--- src/rtl/h27sf_pkg.sv ---
`timescale 1ns / 1ps
// Shared types and constants for the hex27 shape function evaluator.
// No dependencies; imported by the front, queue, back and top level files.
package h27sf_pkg;

	localparam int COORD_W   = 16;
	localparam int FAC_W     = 33;
	localparam int RES_W     = 18;
	localparam int NODE_W    = 5;
	localparam int NODE_COUNT = 27;
	localparam int IN_W      = 48;
	localparam int OUT_W     = 80;
	localparam int QUEUE_DEPTH_DEF = 2;

	localparam int PROD1_W = 2 * FAC_W;
	localparam int P_W     = 34;
	localparam int PROD2_W = P_W + FAC_W;
	localparam int Q_W     = 25;

	localparam int SHIFT_P = 30;
	localparam int SHIFT_Q = 43;

	localparam logic [NODE_W-1:0] NODE_LAST = NODE_W'(NODE_COUNT - 1);
	localparam logic [1:0]        AXIS_LAST = 2'd2;

	typedef logic signed [FAC_W-1:0] fac_t;

	typedef struct packed {
		fac_t [2:0] val;
		fac_t [2:0] der;
	} axis_t;

	typedef struct packed {
		axis_t zeta;
		axis_t eta;
		axis_t xi;
	} fset_t;

endpackage

--- src/rtl/h27sf_front.sv ---
`timescale 1ns / 1ps
// Front part: takes one point word, forms the 1-D Lagrange factors per axis.
// Depends on h27sf_pkg; feeds h27sf_fifo.
module h27sf_front (
	input  logic                     clk,
	input  logic                     arst_n,
	input  logic                     s_tvalid,
	output logic                     s_tready,
	input  logic [h27sf_pkg::IN_W-1:0] s_tdata,
	output logic                     push,
	output h27sf_pkg::fset_t         push_data,
	input  logic                     full
);
	import h27sf_pkg::*;

	localparam fac_t ONE_VAL  = fac_t'(64'sd536870912);
	localparam fac_t HALF_DER = fac_t'(64'sd8192);

	logic                      valid_s1;
	logic signed [COORD_W-1:0] xi_s1;
	logic signed [COORD_W-1:0] eta_s1;
	logic signed [COORD_W-1:0] zeta_s1;

	function automatic axis_t axis_factors(input logic signed [COORD_W-1:0] x);
		logic signed [2*COORD_W-1:0] sq32;
		fac_t  xe;
		fac_t  sq;
		fac_t  xh;
		axis_t f;
		sq32 = x * x;
		xe = FAC_W'(x);
		sq = FAC_W'(sq32);
		xh = xe <<< 14;
		f.val[0] = sq - xh;
		f.val[1] = ONE_VAL - (sq <<< 1);
		f.val[2] = sq + xh;
		f.der[0] = (xe - HALF_DER) <<< 15;
		f.der[1] = -(xe <<< 16);
		f.der[2] = (xe + HALF_DER) <<< 15;
		return f;
	endfunction

	assign s_tready = !valid_s1 || !full;
	assign push     = valid_s1 && !full;

	always_ff @(posedge clk or negedge arst_n) begin
		if (!arst_n) begin
			valid_s1 <= 1'b0;
		end else if (s_tready) begin
			valid_s1 <= s_tvalid;
		end
	end

	always_ff @(posedge clk) begin
		if (s_tready && s_tvalid) begin
			xi_s1   <= s_tdata[15:0];
			eta_s1  <= s_tdata[31:16];
			zeta_s1 <= s_tdata[47:32];
		end
	end

	always_comb begin
		push_data.xi   = axis_factors(xi_s1);
		push_data.eta  = axis_factors(eta_s1);
		push_data.zeta = axis_factors(zeta_s1);
	end

endmodule

--- config.mk ---
export PLATFORM = sky130hd
export DESIGN_NAME = h27sf_front
export DESIGN_NICKNAME = d
export VERILOG_FILES = /design/src/rtl/h27sf_pkg.sv /design/src/rtl/h27sf_front.sv
export SDC_FILE = /design/constraint.sdc
export NUM_CORES = 2
export LEC_CHECK = 0
export BUFFER_PORTS_ARGS = -buffer_cell sky130_fd_sc_hd__buf_4
export CORE_ASPECT_RATIO = 2
export CORE_MARGIN = 2
export CORE_UTILIZATION = 60
export DETAILED_ROUTE_END_ITERATION = 6
export HOLD_SLACK_MARGIN = 0.15
export PLACE_DENSITY = 0.84
export SLEW_MARGIN = 20
export SYNTH_ARGS = -nofsm -noshare
export SYNTH_HDL_FRONTEND = slang
export SYNTH_SLANG_ARGS = --single-unit
export TNS_END_PERCENT = 20
--- constraint.sdc ---
create_clock -name clk -period 15.12 [get_ports clk]
set_input_delay 3.78 -clock clk [delete_from_list [all_inputs] [get_ports clk]]
set_output_delay 3.78 -clock clk [all_outputs]
set_load 0.01 [all_outputs]
==> metrics.md <==
| Metric | Value |
|---|---|
| Total setup violations reported at the end of the flow | `0` |
| Hold-fix buffers, CTS | `0` |
| Die Y-Extent | `362 um` |
| WP data arrival | `10.48 ns` |
| Post-CTS Repair Setup Buffers | `0` |
| Post-synthesis instance total | `4,534` |
| Sequential element share of the synthesized area | `0.0380` |
| Antenna violations before repair | `6` |
| Final min period | `14.26 ns` |
| Normalized max-slew margin | `0.228` |
| Latest clock arrival within the worst-skew pair | `0.36 ns` |
| Total routing usage reported by global routing | `0.391` |
| Startpoint of the most critical register-to-register path | `valid_s1` |
| Number of violations reported at the end of detailed-routing iteration 0 | `2,072` |
| Outcome | `finished clean` |
| Buffer type at the clock tree root | `clkbuf_16` |
| Most frequent CP cell | `inv_1` |
| Placeable core area | `63,600 um2` |
| Pin count of the biggest net entering global routing | `49` |
| Prevailing post-synth register cell | `edfxtp_1` |
| R2R Path End | `xi_s1[0]` |
| Count of placed standard cells in the final layout, fillers left out | `5,655` |
| Clock tree sinks | `49` |
| Adder-cell share of the synthesized area | `0.501` |
| Hold path endpoint | `valid_s1` |
| Synthesized area divided by synthesized cell count | `8.50 um2` |
| Area fraction in compound gates after synthesis | `0.0912` |
| Die boundary width | `183 um` |
| Multiplexer area fraction after synthesis | `0.00114` |
| Detailed-routing iteration count for the pre-antenna-repair pass | `6` |
| Count of boundary I/O pins | `648` |
| Share of Yosys cell area claimed by the top area cell type | `0.372` |
| Clock tree from TritonCTS | `yes` |
| Total placed cells including tap cells | `5,646` |
| Global-route wire length before repair | `194,000 um` |
| Max-slew violation count | `0` |
| Most repeated cell in the gate-level netlist after synthesis | `inv_1` |
| CP Capture Type | `output port` |
| Netlist cell types | `92` |
| Htree depth | `2` |
| Last weighted congestion value of the routability-driven placer | `1.03` |
| Top cells by area, synth | `fa_1, ha_1, inv_1, buf_4, xnor2_1` |
| Post-route worst setup slack | `0.861 ns` |
| Measured slew at the worst slew-check pin | `1.15 ns` |
| Met3 Track Usage GR | `0.108` |
| Number of global-route vias before repair | `35,200` |
| Clock Skews | `0.0122 ns` |
| Final Routed Wirelength | `129,000 um` |
| Critical path data required time | `11.34 ns` |
| Top post-synthesis cells by count | `inv_1, fa_1, ha_1` |
| Overall overflow remaining after global route | `0` |
| Bufs on Longest Clock Path | `2` |
| Number of CTS-inserted buffers | `5` |
| HPWL reported at the end of detailed placement | `106,000 um` |
| Startpoint type of the worst setup path | `flip-flop` |
| Total number of vias | `33,000` |
| Final #Nets | `6,021` |
| Number of maximum-capacitance violations | `0` |
| Reg2reg path depth | `2` |
| Biggest cell delay along the critical path | `0.87 ns` |
| Max Freq | `70.1 MHz` |
| Dominant combinational cell family by area after synthesis | `adder cells` |
| Die Outline Area | `66,400 um2` |
| Area leader, netlist | `fa_1` |
| Critical path's slowest cell | `edfxtp_1` |
| Post-DRT Antenna Nets | `0` |
| Final standard cell utilization of the core | `0.659` |
| Fraction of layout instances using a drive strength above 1 | `0.130` |
| Worst Path Max Fanout | `16` |
| Synth Cell Area | `38,600 um2` |
| Routed wirelength normalized by instance count | `22.7 um` |
| Initial Util | `0.606` |
| Worst Hold Depth | `2` |
| Post-synthesis register bit count | `49` |
| I/O Buffers | `500` |
| Flop2flop setup slack | `13.28 ns` |
| Post-place setup slack | `1.54 ns` |
| GRT met2 Usage | `0.667` |
| Area share of xor/xnor cells in the synthesized design | `0.0661` |
| Detailed-route DRC error count | `0` |
| Busiest layer in global routing | `met2` |
| Unrepaired setup endpoints after global routing | `no` |
| Syn. warnings | `0` |
| Crit Path Category | `reg -> out` |
| Hold violation count in the final report | `0` |
| Min-Delay Path Class | `reg -> reg` |
| Part of the cycle the worst path needs | `0.943` |
| Number of fillers in the final layout | `5,227` |
| Vias per std cell | `5.84` |
| Critical path buffer and inverter count | `8` |
| Launch point of the worst hold path | `valid_s1` |
| Post-synth EDFFs | `48` |
| Share of async-settable or async-resettable flops after synthesis | `0.0204` |
| Clock slew at the register clock pins of the worst setup and hold paths | `0.11 ns` |
| Synth-to-Final Area Change | `8.76%` |
| Met1 track demand over resource | `0.377` |
| Count of instances resized after the clock tree is built | `0` |
| Dominant delay contributor by cell family on the critical path | `adder cells` |
| Floorplan row count | `131` |
| Total Negative Setup Slacks | `0 ns` |
| Post-synthesis share of cell area spent on and, or, nand and nor gates | `0.125` |
-- sequential cells by signal, indices dropped and copies added (netlist names) --
register	count
eta_s1	16
xi_s1	16
zeta_s1	16
valid_s1	1
-- cells in the final DEF, fill, tap and decap left out, types with 15 or more instances in the layout --
cell type  count
a211oi_1      27
a21o_1        45
a21oi_1      130
a31oi_1       16
and2_1        21
and3_1        19
buf_4        564
clkinv_1      26
conb_1       147
edfxtp_1      48
fa_1         717
ha_1         397
inv_1       1103
nand2_1      310
nand2b_1      39
nand3_1       44
nand4_1       15
nor2_1       340
nor2b_1       27
nor3_1        83
nor3b_1       18
nor4_1        17
o211ai_1      19
o21a_1        23
o21ai_0       97
o21bai_1      20
or3_1         24
xnor2_1      213
xor2_1        77
-- area by class of cell --
cell class,count,area [um2],share of cell area
inverters,1139,4280,0.102
flip-flops and latches,49,1470,0.0350
clock inverters,3,21.3,0.000507
clock buffers,5,125,0.00298
diodes,1,2.50,0.0000597
repair buffers,564,4230,0.101
well taps,798,998,0.0238
multi-input cells,3096,30800,0.735
-- routing by layer --
metal	share of wire	vias to the layer above
li1	-	14200
met1	0.30	16000
met2	0.48	2027
met3	0.10	839
met4	0.12	8
met5	0.00064	-
-- worst register-to-register path, delay by kind of cell, from the launching register on --
kind	cells	cell delay [ns]
and+or+nand+nor	2	0.95
DFF	1	0.39
-- metrics by stage --
| stage | hold WS [ns] | instance area [um2] |
|---|---|---|
| final | 0.574 | 41900 |
| after global routing | 0.621 | 41900 |
| after CTS | 0.585 | 41900 |
| after detailed placement | 0.556 | 41800 |
| after global placement | 0.557 | 41800 |
| after floorplan | 0.539 | 39100 |
-- cells by family (layout without fill, tap and decap cells) --
family                   Yosys count  count (layout)
AO/OA/AOI/OAI                    517             517
adder cells (fa/ha/maj)         1114            1114
AND/OR/NAND/NOR                 1023            1023
flip-flops                        49              49
multiplexers                       4               4
other                              1             148
XOR/XNOR                         291             291
buffers and inverters           1535            1711
-- how the worst max path moves through the flow --
stage,from,end,slack (ns),cells after the start
CTS,eta_s1[4],push_data[328],1.06,29
detailed placement,eta_s1[4],push_data[328],1.54,29
global route,eta_s1[10],push_data[328],0.31,30
finish,eta_s1[9],push_data[328],0.86,31
global placement,eta_s1[9],push_data[328],1.68,31
floorplan,xi_s1[9],push_data[130],2.98,33
Power is left out: the tool's default activity adds up to more than one toggle a clock period on the data nets, which glitch-free logic cannot reach.
