===== config.mk =====
export PLATFORM = sky130hd
export DESIGN_NAME = h27sf_fifo
export DESIGN_NICKNAME = d
export VERILOG_FILES = /design/src/rtl/h27sf_pkg.sv /design/src/rtl/h27sf_fifo.sv
export SDC_FILE = /design/constraint.sdc
export NUM_CORES = 1
export LEC_CHECK = 0
export ABC_AREA = 1
export ABC_CLOCK_PERIOD_IN_PS = 56400
export BUFFER_PORTS_ARGS = -buffer_cell sky130_fd_sc_hd__buf_4
export CAP_MARGIN = 20
export CORE_AREA = 2 2 459 461
export CTS_CLUSTER_SIZE = 40
export DETAILED_ROUTE_END_ITERATION = 6
export DIE_AREA = 0 0 461 463
export PLACE_DENSITY_LB_ADDON = 0.12
export SKIP_LAST_GASP = 1
export SYNTH_ARGS = -nofsm -noshare
export SYNTH_HDL_FRONTEND = slang
export SYNTH_SLANG_ARGS = --single-unit

===== constraint.sdc =====
create_clock -name clk -period 56.4 [get_ports clk]
set_input_delay 2.82 -clock clk [delete_from_list [all_inputs] [get_ports clk]]
set_output_delay 2.82 -clock clk [all_outputs]
set_load 0.1 [all_outputs]

===== src/rtl/h27sf_pkg.sv =====
`timescale 1ns / 1ps
// Shared types and constants for the hex27 shape function evaluator.
// No dependencies; imported by the front, queue, back and top level files.
package h27sf_pkg;

	localparam int COORD_W   = 16;
	localparam int FAC_W     = 33;
	localparam int RES_W     = 18;
	localparam int NODE_W    = 5;
	localparam int NODE_COUNT = 27;
	localparam int IN_W      = 48;
	localparam int OUT_W     = 80;
	localparam int QUEUE_DEPTH_DEF = 2;

	localparam int PROD1_W = 2 * FAC_W;
	localparam int P_W     = 34;
	localparam int PROD2_W = P_W + FAC_W;
	localparam int Q_W     = 25;

	localparam int SHIFT_P = 30;
	localparam int SHIFT_Q = 43;

	localparam logic [NODE_W-1:0] NODE_LAST = NODE_W'(NODE_COUNT - 1);
	localparam logic [1:0]        AXIS_LAST = 2'd2;

	typedef logic signed [FAC_W-1:0] fac_t;

	typedef struct packed {
		fac_t [2:0] val;
		fac_t [2:0] der;
	} axis_t;

	typedef struct packed {
		axis_t zeta;
		axis_t eta;
		axis_t xi;
	} fset_t;

endpackage


===== src/rtl/h27sf_fifo.sv =====
`timescale 1ns / 1ps
// Short queue of factor sets between the front and back parts.
// Depends on h27sf_pkg.
module h27sf_fifo #(
	parameter int DEPTH = h27sf_pkg::QUEUE_DEPTH_DEF
) (
	input  logic             clk,
	input  logic             arst_n,
	input  logic             push,
	input  h27sf_pkg::fset_t push_data,
	output logic             full,
	input  logic             pop,
	output h27sf_pkg::fset_t head,
	output logic             head_valid
);
	import h27sf_pkg::*;

	localparam int PTR_W = (DEPTH > 1) ? $clog2(DEPTH) : 1;
	localparam int CNT_W = $clog2(DEPTH + 1);

	fset_t            mem_q [DEPTH];
	logic [PTR_W-1:0] wr_ptr_q;
	logic [PTR_W-1:0] rd_ptr_q;
	logic [CNT_W-1:0] count_q;

	assign full       = (count_q == CNT_W'(DEPTH));
	assign head_valid = (count_q != '0);
	assign head       = mem_q[rd_ptr_q];

	always_ff @(posedge clk or negedge arst_n) begin
		if (!arst_n) begin
			wr_ptr_q <= '0;
			rd_ptr_q <= '0;
			count_q  <= '0;
		end else begin
			if (push) begin
				wr_ptr_q <= (wr_ptr_q == PTR_W'(DEPTH - 1)) ? '0 : wr_ptr_q + 1'b1;
			end
			if (pop) begin
				rd_ptr_q <= (rd_ptr_q == PTR_W'(DEPTH - 1)) ? '0 : rd_ptr_q + 1'b1;
			end
			if (push && !pop) begin
				count_q <= count_q + 1'b1;
			end else if (pop && !push) begin
				count_q <= count_q - 1'b1;
			end
		end
	end

	always_ff @(posedge clk) begin
		if (push) begin
			mem_q[wr_ptr_q] <= push_data;
		end
	end

endmodule


==> impl_metrics.tcl, run 1 <==
set metrics [dict create \
    status "finished clean" \
    cts.htree.levels 4 \
    io-pin-count 1194 \
    worst_slew_pin_slew_ps 1200 \
    ctsLongestPathBuffers 3 \
    dp_slack_ps 47740 \
    cts_sinks 1192 \
    min_period_ps 9120 \
    worst_slack_ps 47280 \
    numCtsBuffers 147 \
    post-cts-setup-buffer-count 0 \
    drv_slew 0 \
    grtUsageTotal 0.134 \
    gp_congestion 0.757 \
    final_hold_viol_count 0 \
    cts_tree "built" \
    hpwl_um 107000 \
    areaGrowthSynthToFinish_pct 35.0 \
    required_ps 53580 \
    min_path_type "reg2reg" \
    clkTransAtPathRegs_ps 60 \
    whs_ps 485 \
    placed_cells 5829 \
    crit_path_end_kind "output port" \
    instances_no_fill 6098 \
    finalCritPeriodShare 0.162 \
    clock.fmax_ghz 0.110 \
    wl_um 149000 \
    slew_headroom 0.197 \
    avgViaCountPerCell 3.76 \
    die_h_um 463 \
    hold_buffers 0 \
    grt_max_degree 148 \
    cts_resized 0 \
    skew_ps 16.2 \
    tns_ps 0 \
    root_buffer "clkbuf_16" \
    maxCapViolations 0 \
    fin_nets 3772 \
    yosysWarnings 0 \
    drive_above_1_share 0.610 \
    initial_utilization 0.220 \
    ant_nets 0 \
    grt_pass1_wl_um 200000 \
    yosysTopAreaCell "edfxtp_1" \
    netlist_area_um2 45900 \
    setup_violations 0 \
    worstPathArrival_ps 6300 \
    crit_type "reg2out" \
    drtIter0Drc 1179 \
    wl_per_cell_um 24.5 \
    path_max_fanout 118 \
    die_area_um2 213000 \
    route.detailed.drc 0 \
    rsz0062_at_grt "no" \
    hold_depth 2 \
    grt_pass1_vias 23892 \
    dr.pass1.iters 5 \
    synth.distinct_cells 16 \
    synth_seq_area_share 0.780 \
    yosysTopAreaCellShare 0.778 \
    rows 168 \
    ys_ff_latch 1192 \
    clk-insertion-delay-late_ps 760 \
    syn_area_per_cell_um2 24.5 \
    worst_setup_path_start_kind "register" \
    overflow 0 \
    port_buffers 1193 \
    antenna_found_initial 43 \
    synthesis.nets 2472 \
    routed-via-count 22925 \
    netlist_instances 1873 \
    core_area_um2 209000 \
    chipWidth_um 461 \
    synth.area.top_cells "edfxtp_1 78%, mux2_4 18%, buf_12 2.4%" \
    r2r_cells 4 \
]
[cell usage in the layout (no fill, tap or decap), types with 2 or more instances in the layout]
| master | Yosys | final |
|---|---|---|
| buf_12 | 55 | 6 |
| buf_4 | 4 | 1210 |
| bufinv_16 | 0 | 5 |
| clkbuf_1 | 0 | 39 |
| clkbuf_16 | 0 | 154 |
| clkinv_1 | 0 | 30 |
| clkinv_2 | 0 | 19 |
| clkinv_8 | 0 | 4 |
| dfrtp_1 | 4 | 3 |
| diode_2 | 0 | 13 |
| edfxtp_1 | 1188 | 1188 |
| inv_1 | 7 | 6 |
| inv_6 | 0 | 2 |
| mux2_2 | 44 | 44 |
| mux2_4 | 550 | 550 |
| nand2_1 | 6 | 6 |
| xor2_1 | 2 | 2 |
[sequential cells by signal, indices dropped and copies added, names as in the netlist]
signal and count:
count_q 2, mem_q 1188, rd_ptr_q 1, wr_ptr_q 1
[worst max-delay path, stage by stage (launching register included)]
cell and delay (ps):
dfrtp_4 870, buf_12 670, buf_4 740, buf_4 870, buf_4 760, buf_4 750, mux2_2 420, buf_4 230
[path summary, 6_finish.rpt]
check	start	to	slack (ps)
min reg2reg	count_q[1]$_DFFE_PN0P_	count_q[1]$_DFFE_PN0P_	490
min	count_q[1]$_DFFE_PN0P_	count_q[1]$_DFFE_PN0P_	490
min in group asynchronous	arst_n	count_q[0]$_DFFE_PN0P_	1870
max in group asynchronous	arst_n	rd_ptr_q$_DFFE_PN0P_	54410
max reg2reg	wr_ptr_q$_DFFE_PN0P_	mem_q[1][12]$_DFFE_PP_	52970
max	rd_ptr_q$_DFFE_PN0P_	head[583]	47280
[cells by family after synthesis]
logic type    synth area share
xor+xnor              0.000573
simple gates          0.000900
fa+ha+maj             0.000273
flops                    0.780
buf+inv                 0.0274
mux                      0.191
[through the flow]
step / area (µm²) / utilization
floorplan: 45900 / -
global placement: 57400 / 0.275
detailed placement: 57400 / 0.275
CTS: 61900 / 0.297
global route: 61900 / 0.297
finish: 61900 / 0.297
[synth_stat cells (all sizes together)]
| cell type | instances |
|---|---|
| xnor2 | 1 |
| buf | 66 |
| xor2 | 2 |
| mux2 | 594 |
| inv | 7 |
| ha | 1 |
| dfrtp | 4 |
| nor2 | 2 |
| nand2 | 6 |
| nand3 | 1 |
| edfxtp | 1188 |
| nand4 | 1 |
[final cells by class]
| class | instances | area (µm²) |
|---|---|---|
| fill | 20832 | 147000 |
| antenna | 13 | 32.5 |
| sequential | 1192 | 35800 |
| multi-input combinational | 608 | 8840 |
| clock inverter | 63 | 498 |
| clock buffer | 193 | 4000 |
| timing repair buffer | 1217 | 9230 |
| inverter | 7 | 33.8 |
| tap | 2805 | 3510 |
[metal layers]
| layer | vias to the layer above | global-route usage | part of all wire |
|---|---|---|---|
| met3 | 218 | 0.0679 | 0.11 |
| met1 | 11608 | 0.147 | 0.37 |
| met5 | - | 0 | 0.0019 |
| met2 | 915 | 0.230 | 0.50 |
| li1 | 10140 | - | - |
| met4 | 44 | 0.0305 | 0.018 |
Power of run 1 is not shown: default switching activity piles up to over one toggle a cycle in this logic, so the estimate is an artifact.
==> run 2: changes to the inputs <==
Settings changed: ABC_CLOCK_PERIOD_IN_PS 56400 to 7900, CORE_AREA 2 2 459 461 to 2 2 471 473, DIE_AREA 0 0 461 463 to 0 0 473 475.
Clock period 56.4 ns to 7.9 ns, I/O delays scaled along.
==> run 2 against run 1 <==
  * Register-to-register slack worse by 48000 ps
  * Die area up 5.3%
  * Hold slack worse by 160 ps
  * Critical path type unchanged
  * Non-clock buffer count up 599
  * Clock-buffer cell count down 12
  * Utilization up 1.5 points
  * Flip-flop and latch count unchanged
  * Setup slack worse by 43000 ps
==> impl_metrics.tcl, run 2 (same netlist as run 1, synthesis figures left out) <==
set metrics [dict create \
    slowest_delay_ps 710 \
    finalCritPeriodShare 0.497 \
    chipWidth_um 473 \
    drv_slew 0 \
    grt_pass1_wl_um 212000 \
    worstPathArrival_ps 3530 \
    placed_cells 5896 \
    post-cts-setup-buffer-count 0 \
    critPathTopFamily "buffers and inverters" \
    die_h_um 475 \
    gr-usage-met2 0.224 \
    io-pin-count 1194 \
    wl_per_cell_um 23.1 \
    nFillCells 21694 \
    skew_ps 42.4 \
    antenna_found_initial 63 \
    route.detailed.drc 0 \
    instances_no_fill 6800 \
    clk-insertion-delay-late_ps 780 \
    crit_chain "buf_12 -> buf_4 -> mux2_4 -> buf_4" \
    fin_nets 4371 \
    ctsLongestPathBuffers 3 \
    crit_path_end_kind "output port" \
    min_path_type "in2reg" \
    path_max_fanout 60 \
    setup_violations 0 \
    largest_reg_flops 1188 \
    clock.fmax_ghz 0.255 \
    root_buffer "clkbuf_16" \
    maxCapViolations 0 \
    min_period_ps 3920 \
    cts_tree "built" \
    worst_setup_path_start_kind "register" \
    fin_util 0.312 \
    regMostFlops "mem_q" \
    gp_congestion 0.747 \
    grt_pass1_vias 26920 \
    path_common_cell "buf_4" \
    die_area_um2 225000 \
    final_cell_mix "1207 x buf_4, 1188 x edfxtp_1, 598 x dlygate4sd3_1, 550 x mux2_4, 149 x clkbuf_16" \
    status "finished clean" \
    stdcell_area_um2 68300 \
    avgViaCountPerCell 3.70 \
    crit_type "reg2out" \
    slew_headroom 0.220 \
    drtIter0Drc 1444 \
    rows 172 \
    worst_slew_pin_slew_ps 1170 \
    wl_um 157000 \
    core_area_um2 219000 \
    numCtsBuffers 147 \
    cp_slowest_cell "buf_4" \
    final_hold_viol_count 0 \
    routed-via-count 25175 \
    cts.htree.levels 4 \
    cts_sinks 1192 \
    final_common_cell "buf_4" \
    dpl_cell_area_um2 57500 \
    ant_nets 0 \
    grt_max_degree 135 \
    hpwl_um 114000 \
    overflow 0 \
    clkTransAtPathRegs_ps 60 \
    dr.pass1.iters 5 \
    use_met1 0.155 \
    rsz0062_at_grt "no" \
    grt.busiest_layer "met2" \
    areaGrowthSynthToFinish_pct 49.0 \
    cts_resized 0 \
    grtUsageTotal 0.134 \
    met3_usage 0.0534 \
    top_regs "mem_q x1188, count_q x2" \
    initial_utilization 0.209 \
    worst-path-buf-inv 3 \
    port_buffers 1193 \
    drive_above_1_share 0.519 \
    required_ps 7510 \
    hold_buffers 598 \
]
[run 2: changes by cell type in the layout (fill, tap and decap cells not counted), moves of 4 or more]
cell / delta
bufinv_16: +7
clkbuf_1: -7
dlygate4sd3_1: +598
clkinvlp_4: +4
diode_2: +24
clkinv_2: +6
buf_12: +5
clkbuf_16: -5
[run 2: layout make-up]
| cell class | instances | area (µm²) | area share |
|---|---|---|---|
| tap | 2871 | 3590 | 0.0526 |
| clock buffer | 181 | 3850 | 0.0563 |
| antenna | 37 | 92.6 | 0.00135 |
| clock inverter | 88 | 886 | 0.0130 |
| multi-input combinational | 608 | 8840 | 0.129 |
| timing repair buffer | 1816 | 15300 | 0.223 |
| inverter | 7 | 30.0 | 0.000439 |
| sequential | 1192 | 35800 | 0.524 |
[run 2: final timing paths]
check                           cells after the start                 endpoint  slack, ps                   start
worst min register to register                      2   count_q[1]$_DFFE_PN0P_        470  count_q[1]$_DFFE_PN0P_
max in group asynchronous                           3     rd_ptr_q$_DFFE_PN0P_       7090                  arst_n
min in group asynchronous                           3   count_q[1]$_DFFE_PN0P_        590                  arst_n
worst max-delay path                                4                head[136]       3980    rd_ptr_q$_DFFE_PN0P_
worst min-delay path                                2  mem_q[1][533]$_DFFE_PP_        330          push_data[533]
worst max register to register                      3  mem_q[0][241]$_DFFE_PP_       4950    wr_ptr_q$_DFFE_PN0P_
[run 2: routing by layer]
layer  wire (µm)  up-vias
li1            -    11373
met1       62600    12571
met2       76400      955
met3       13500      242
met4        4640       34
met5         209        -
[run 2: worst reg2reg max path: cells and delay by family, from the launching register on]
kind / cells / cell delay (ps)
buffers and inverters: 2 / 1260
DFF: 1 / 420
and+or+nand+nor: 1 / 720
[run 2: through the flow]
stage	worst slack [ps]	TNS [ps]	hold slack, ps
floorplan	-1930	-2187440	99.4
finish	3980	0	326
global route	3780	0	249
CTS	3810	0	205
global placement	4630	0	205
detailed placement	4640	0	205
Power of run 2 is left out for the same reason.
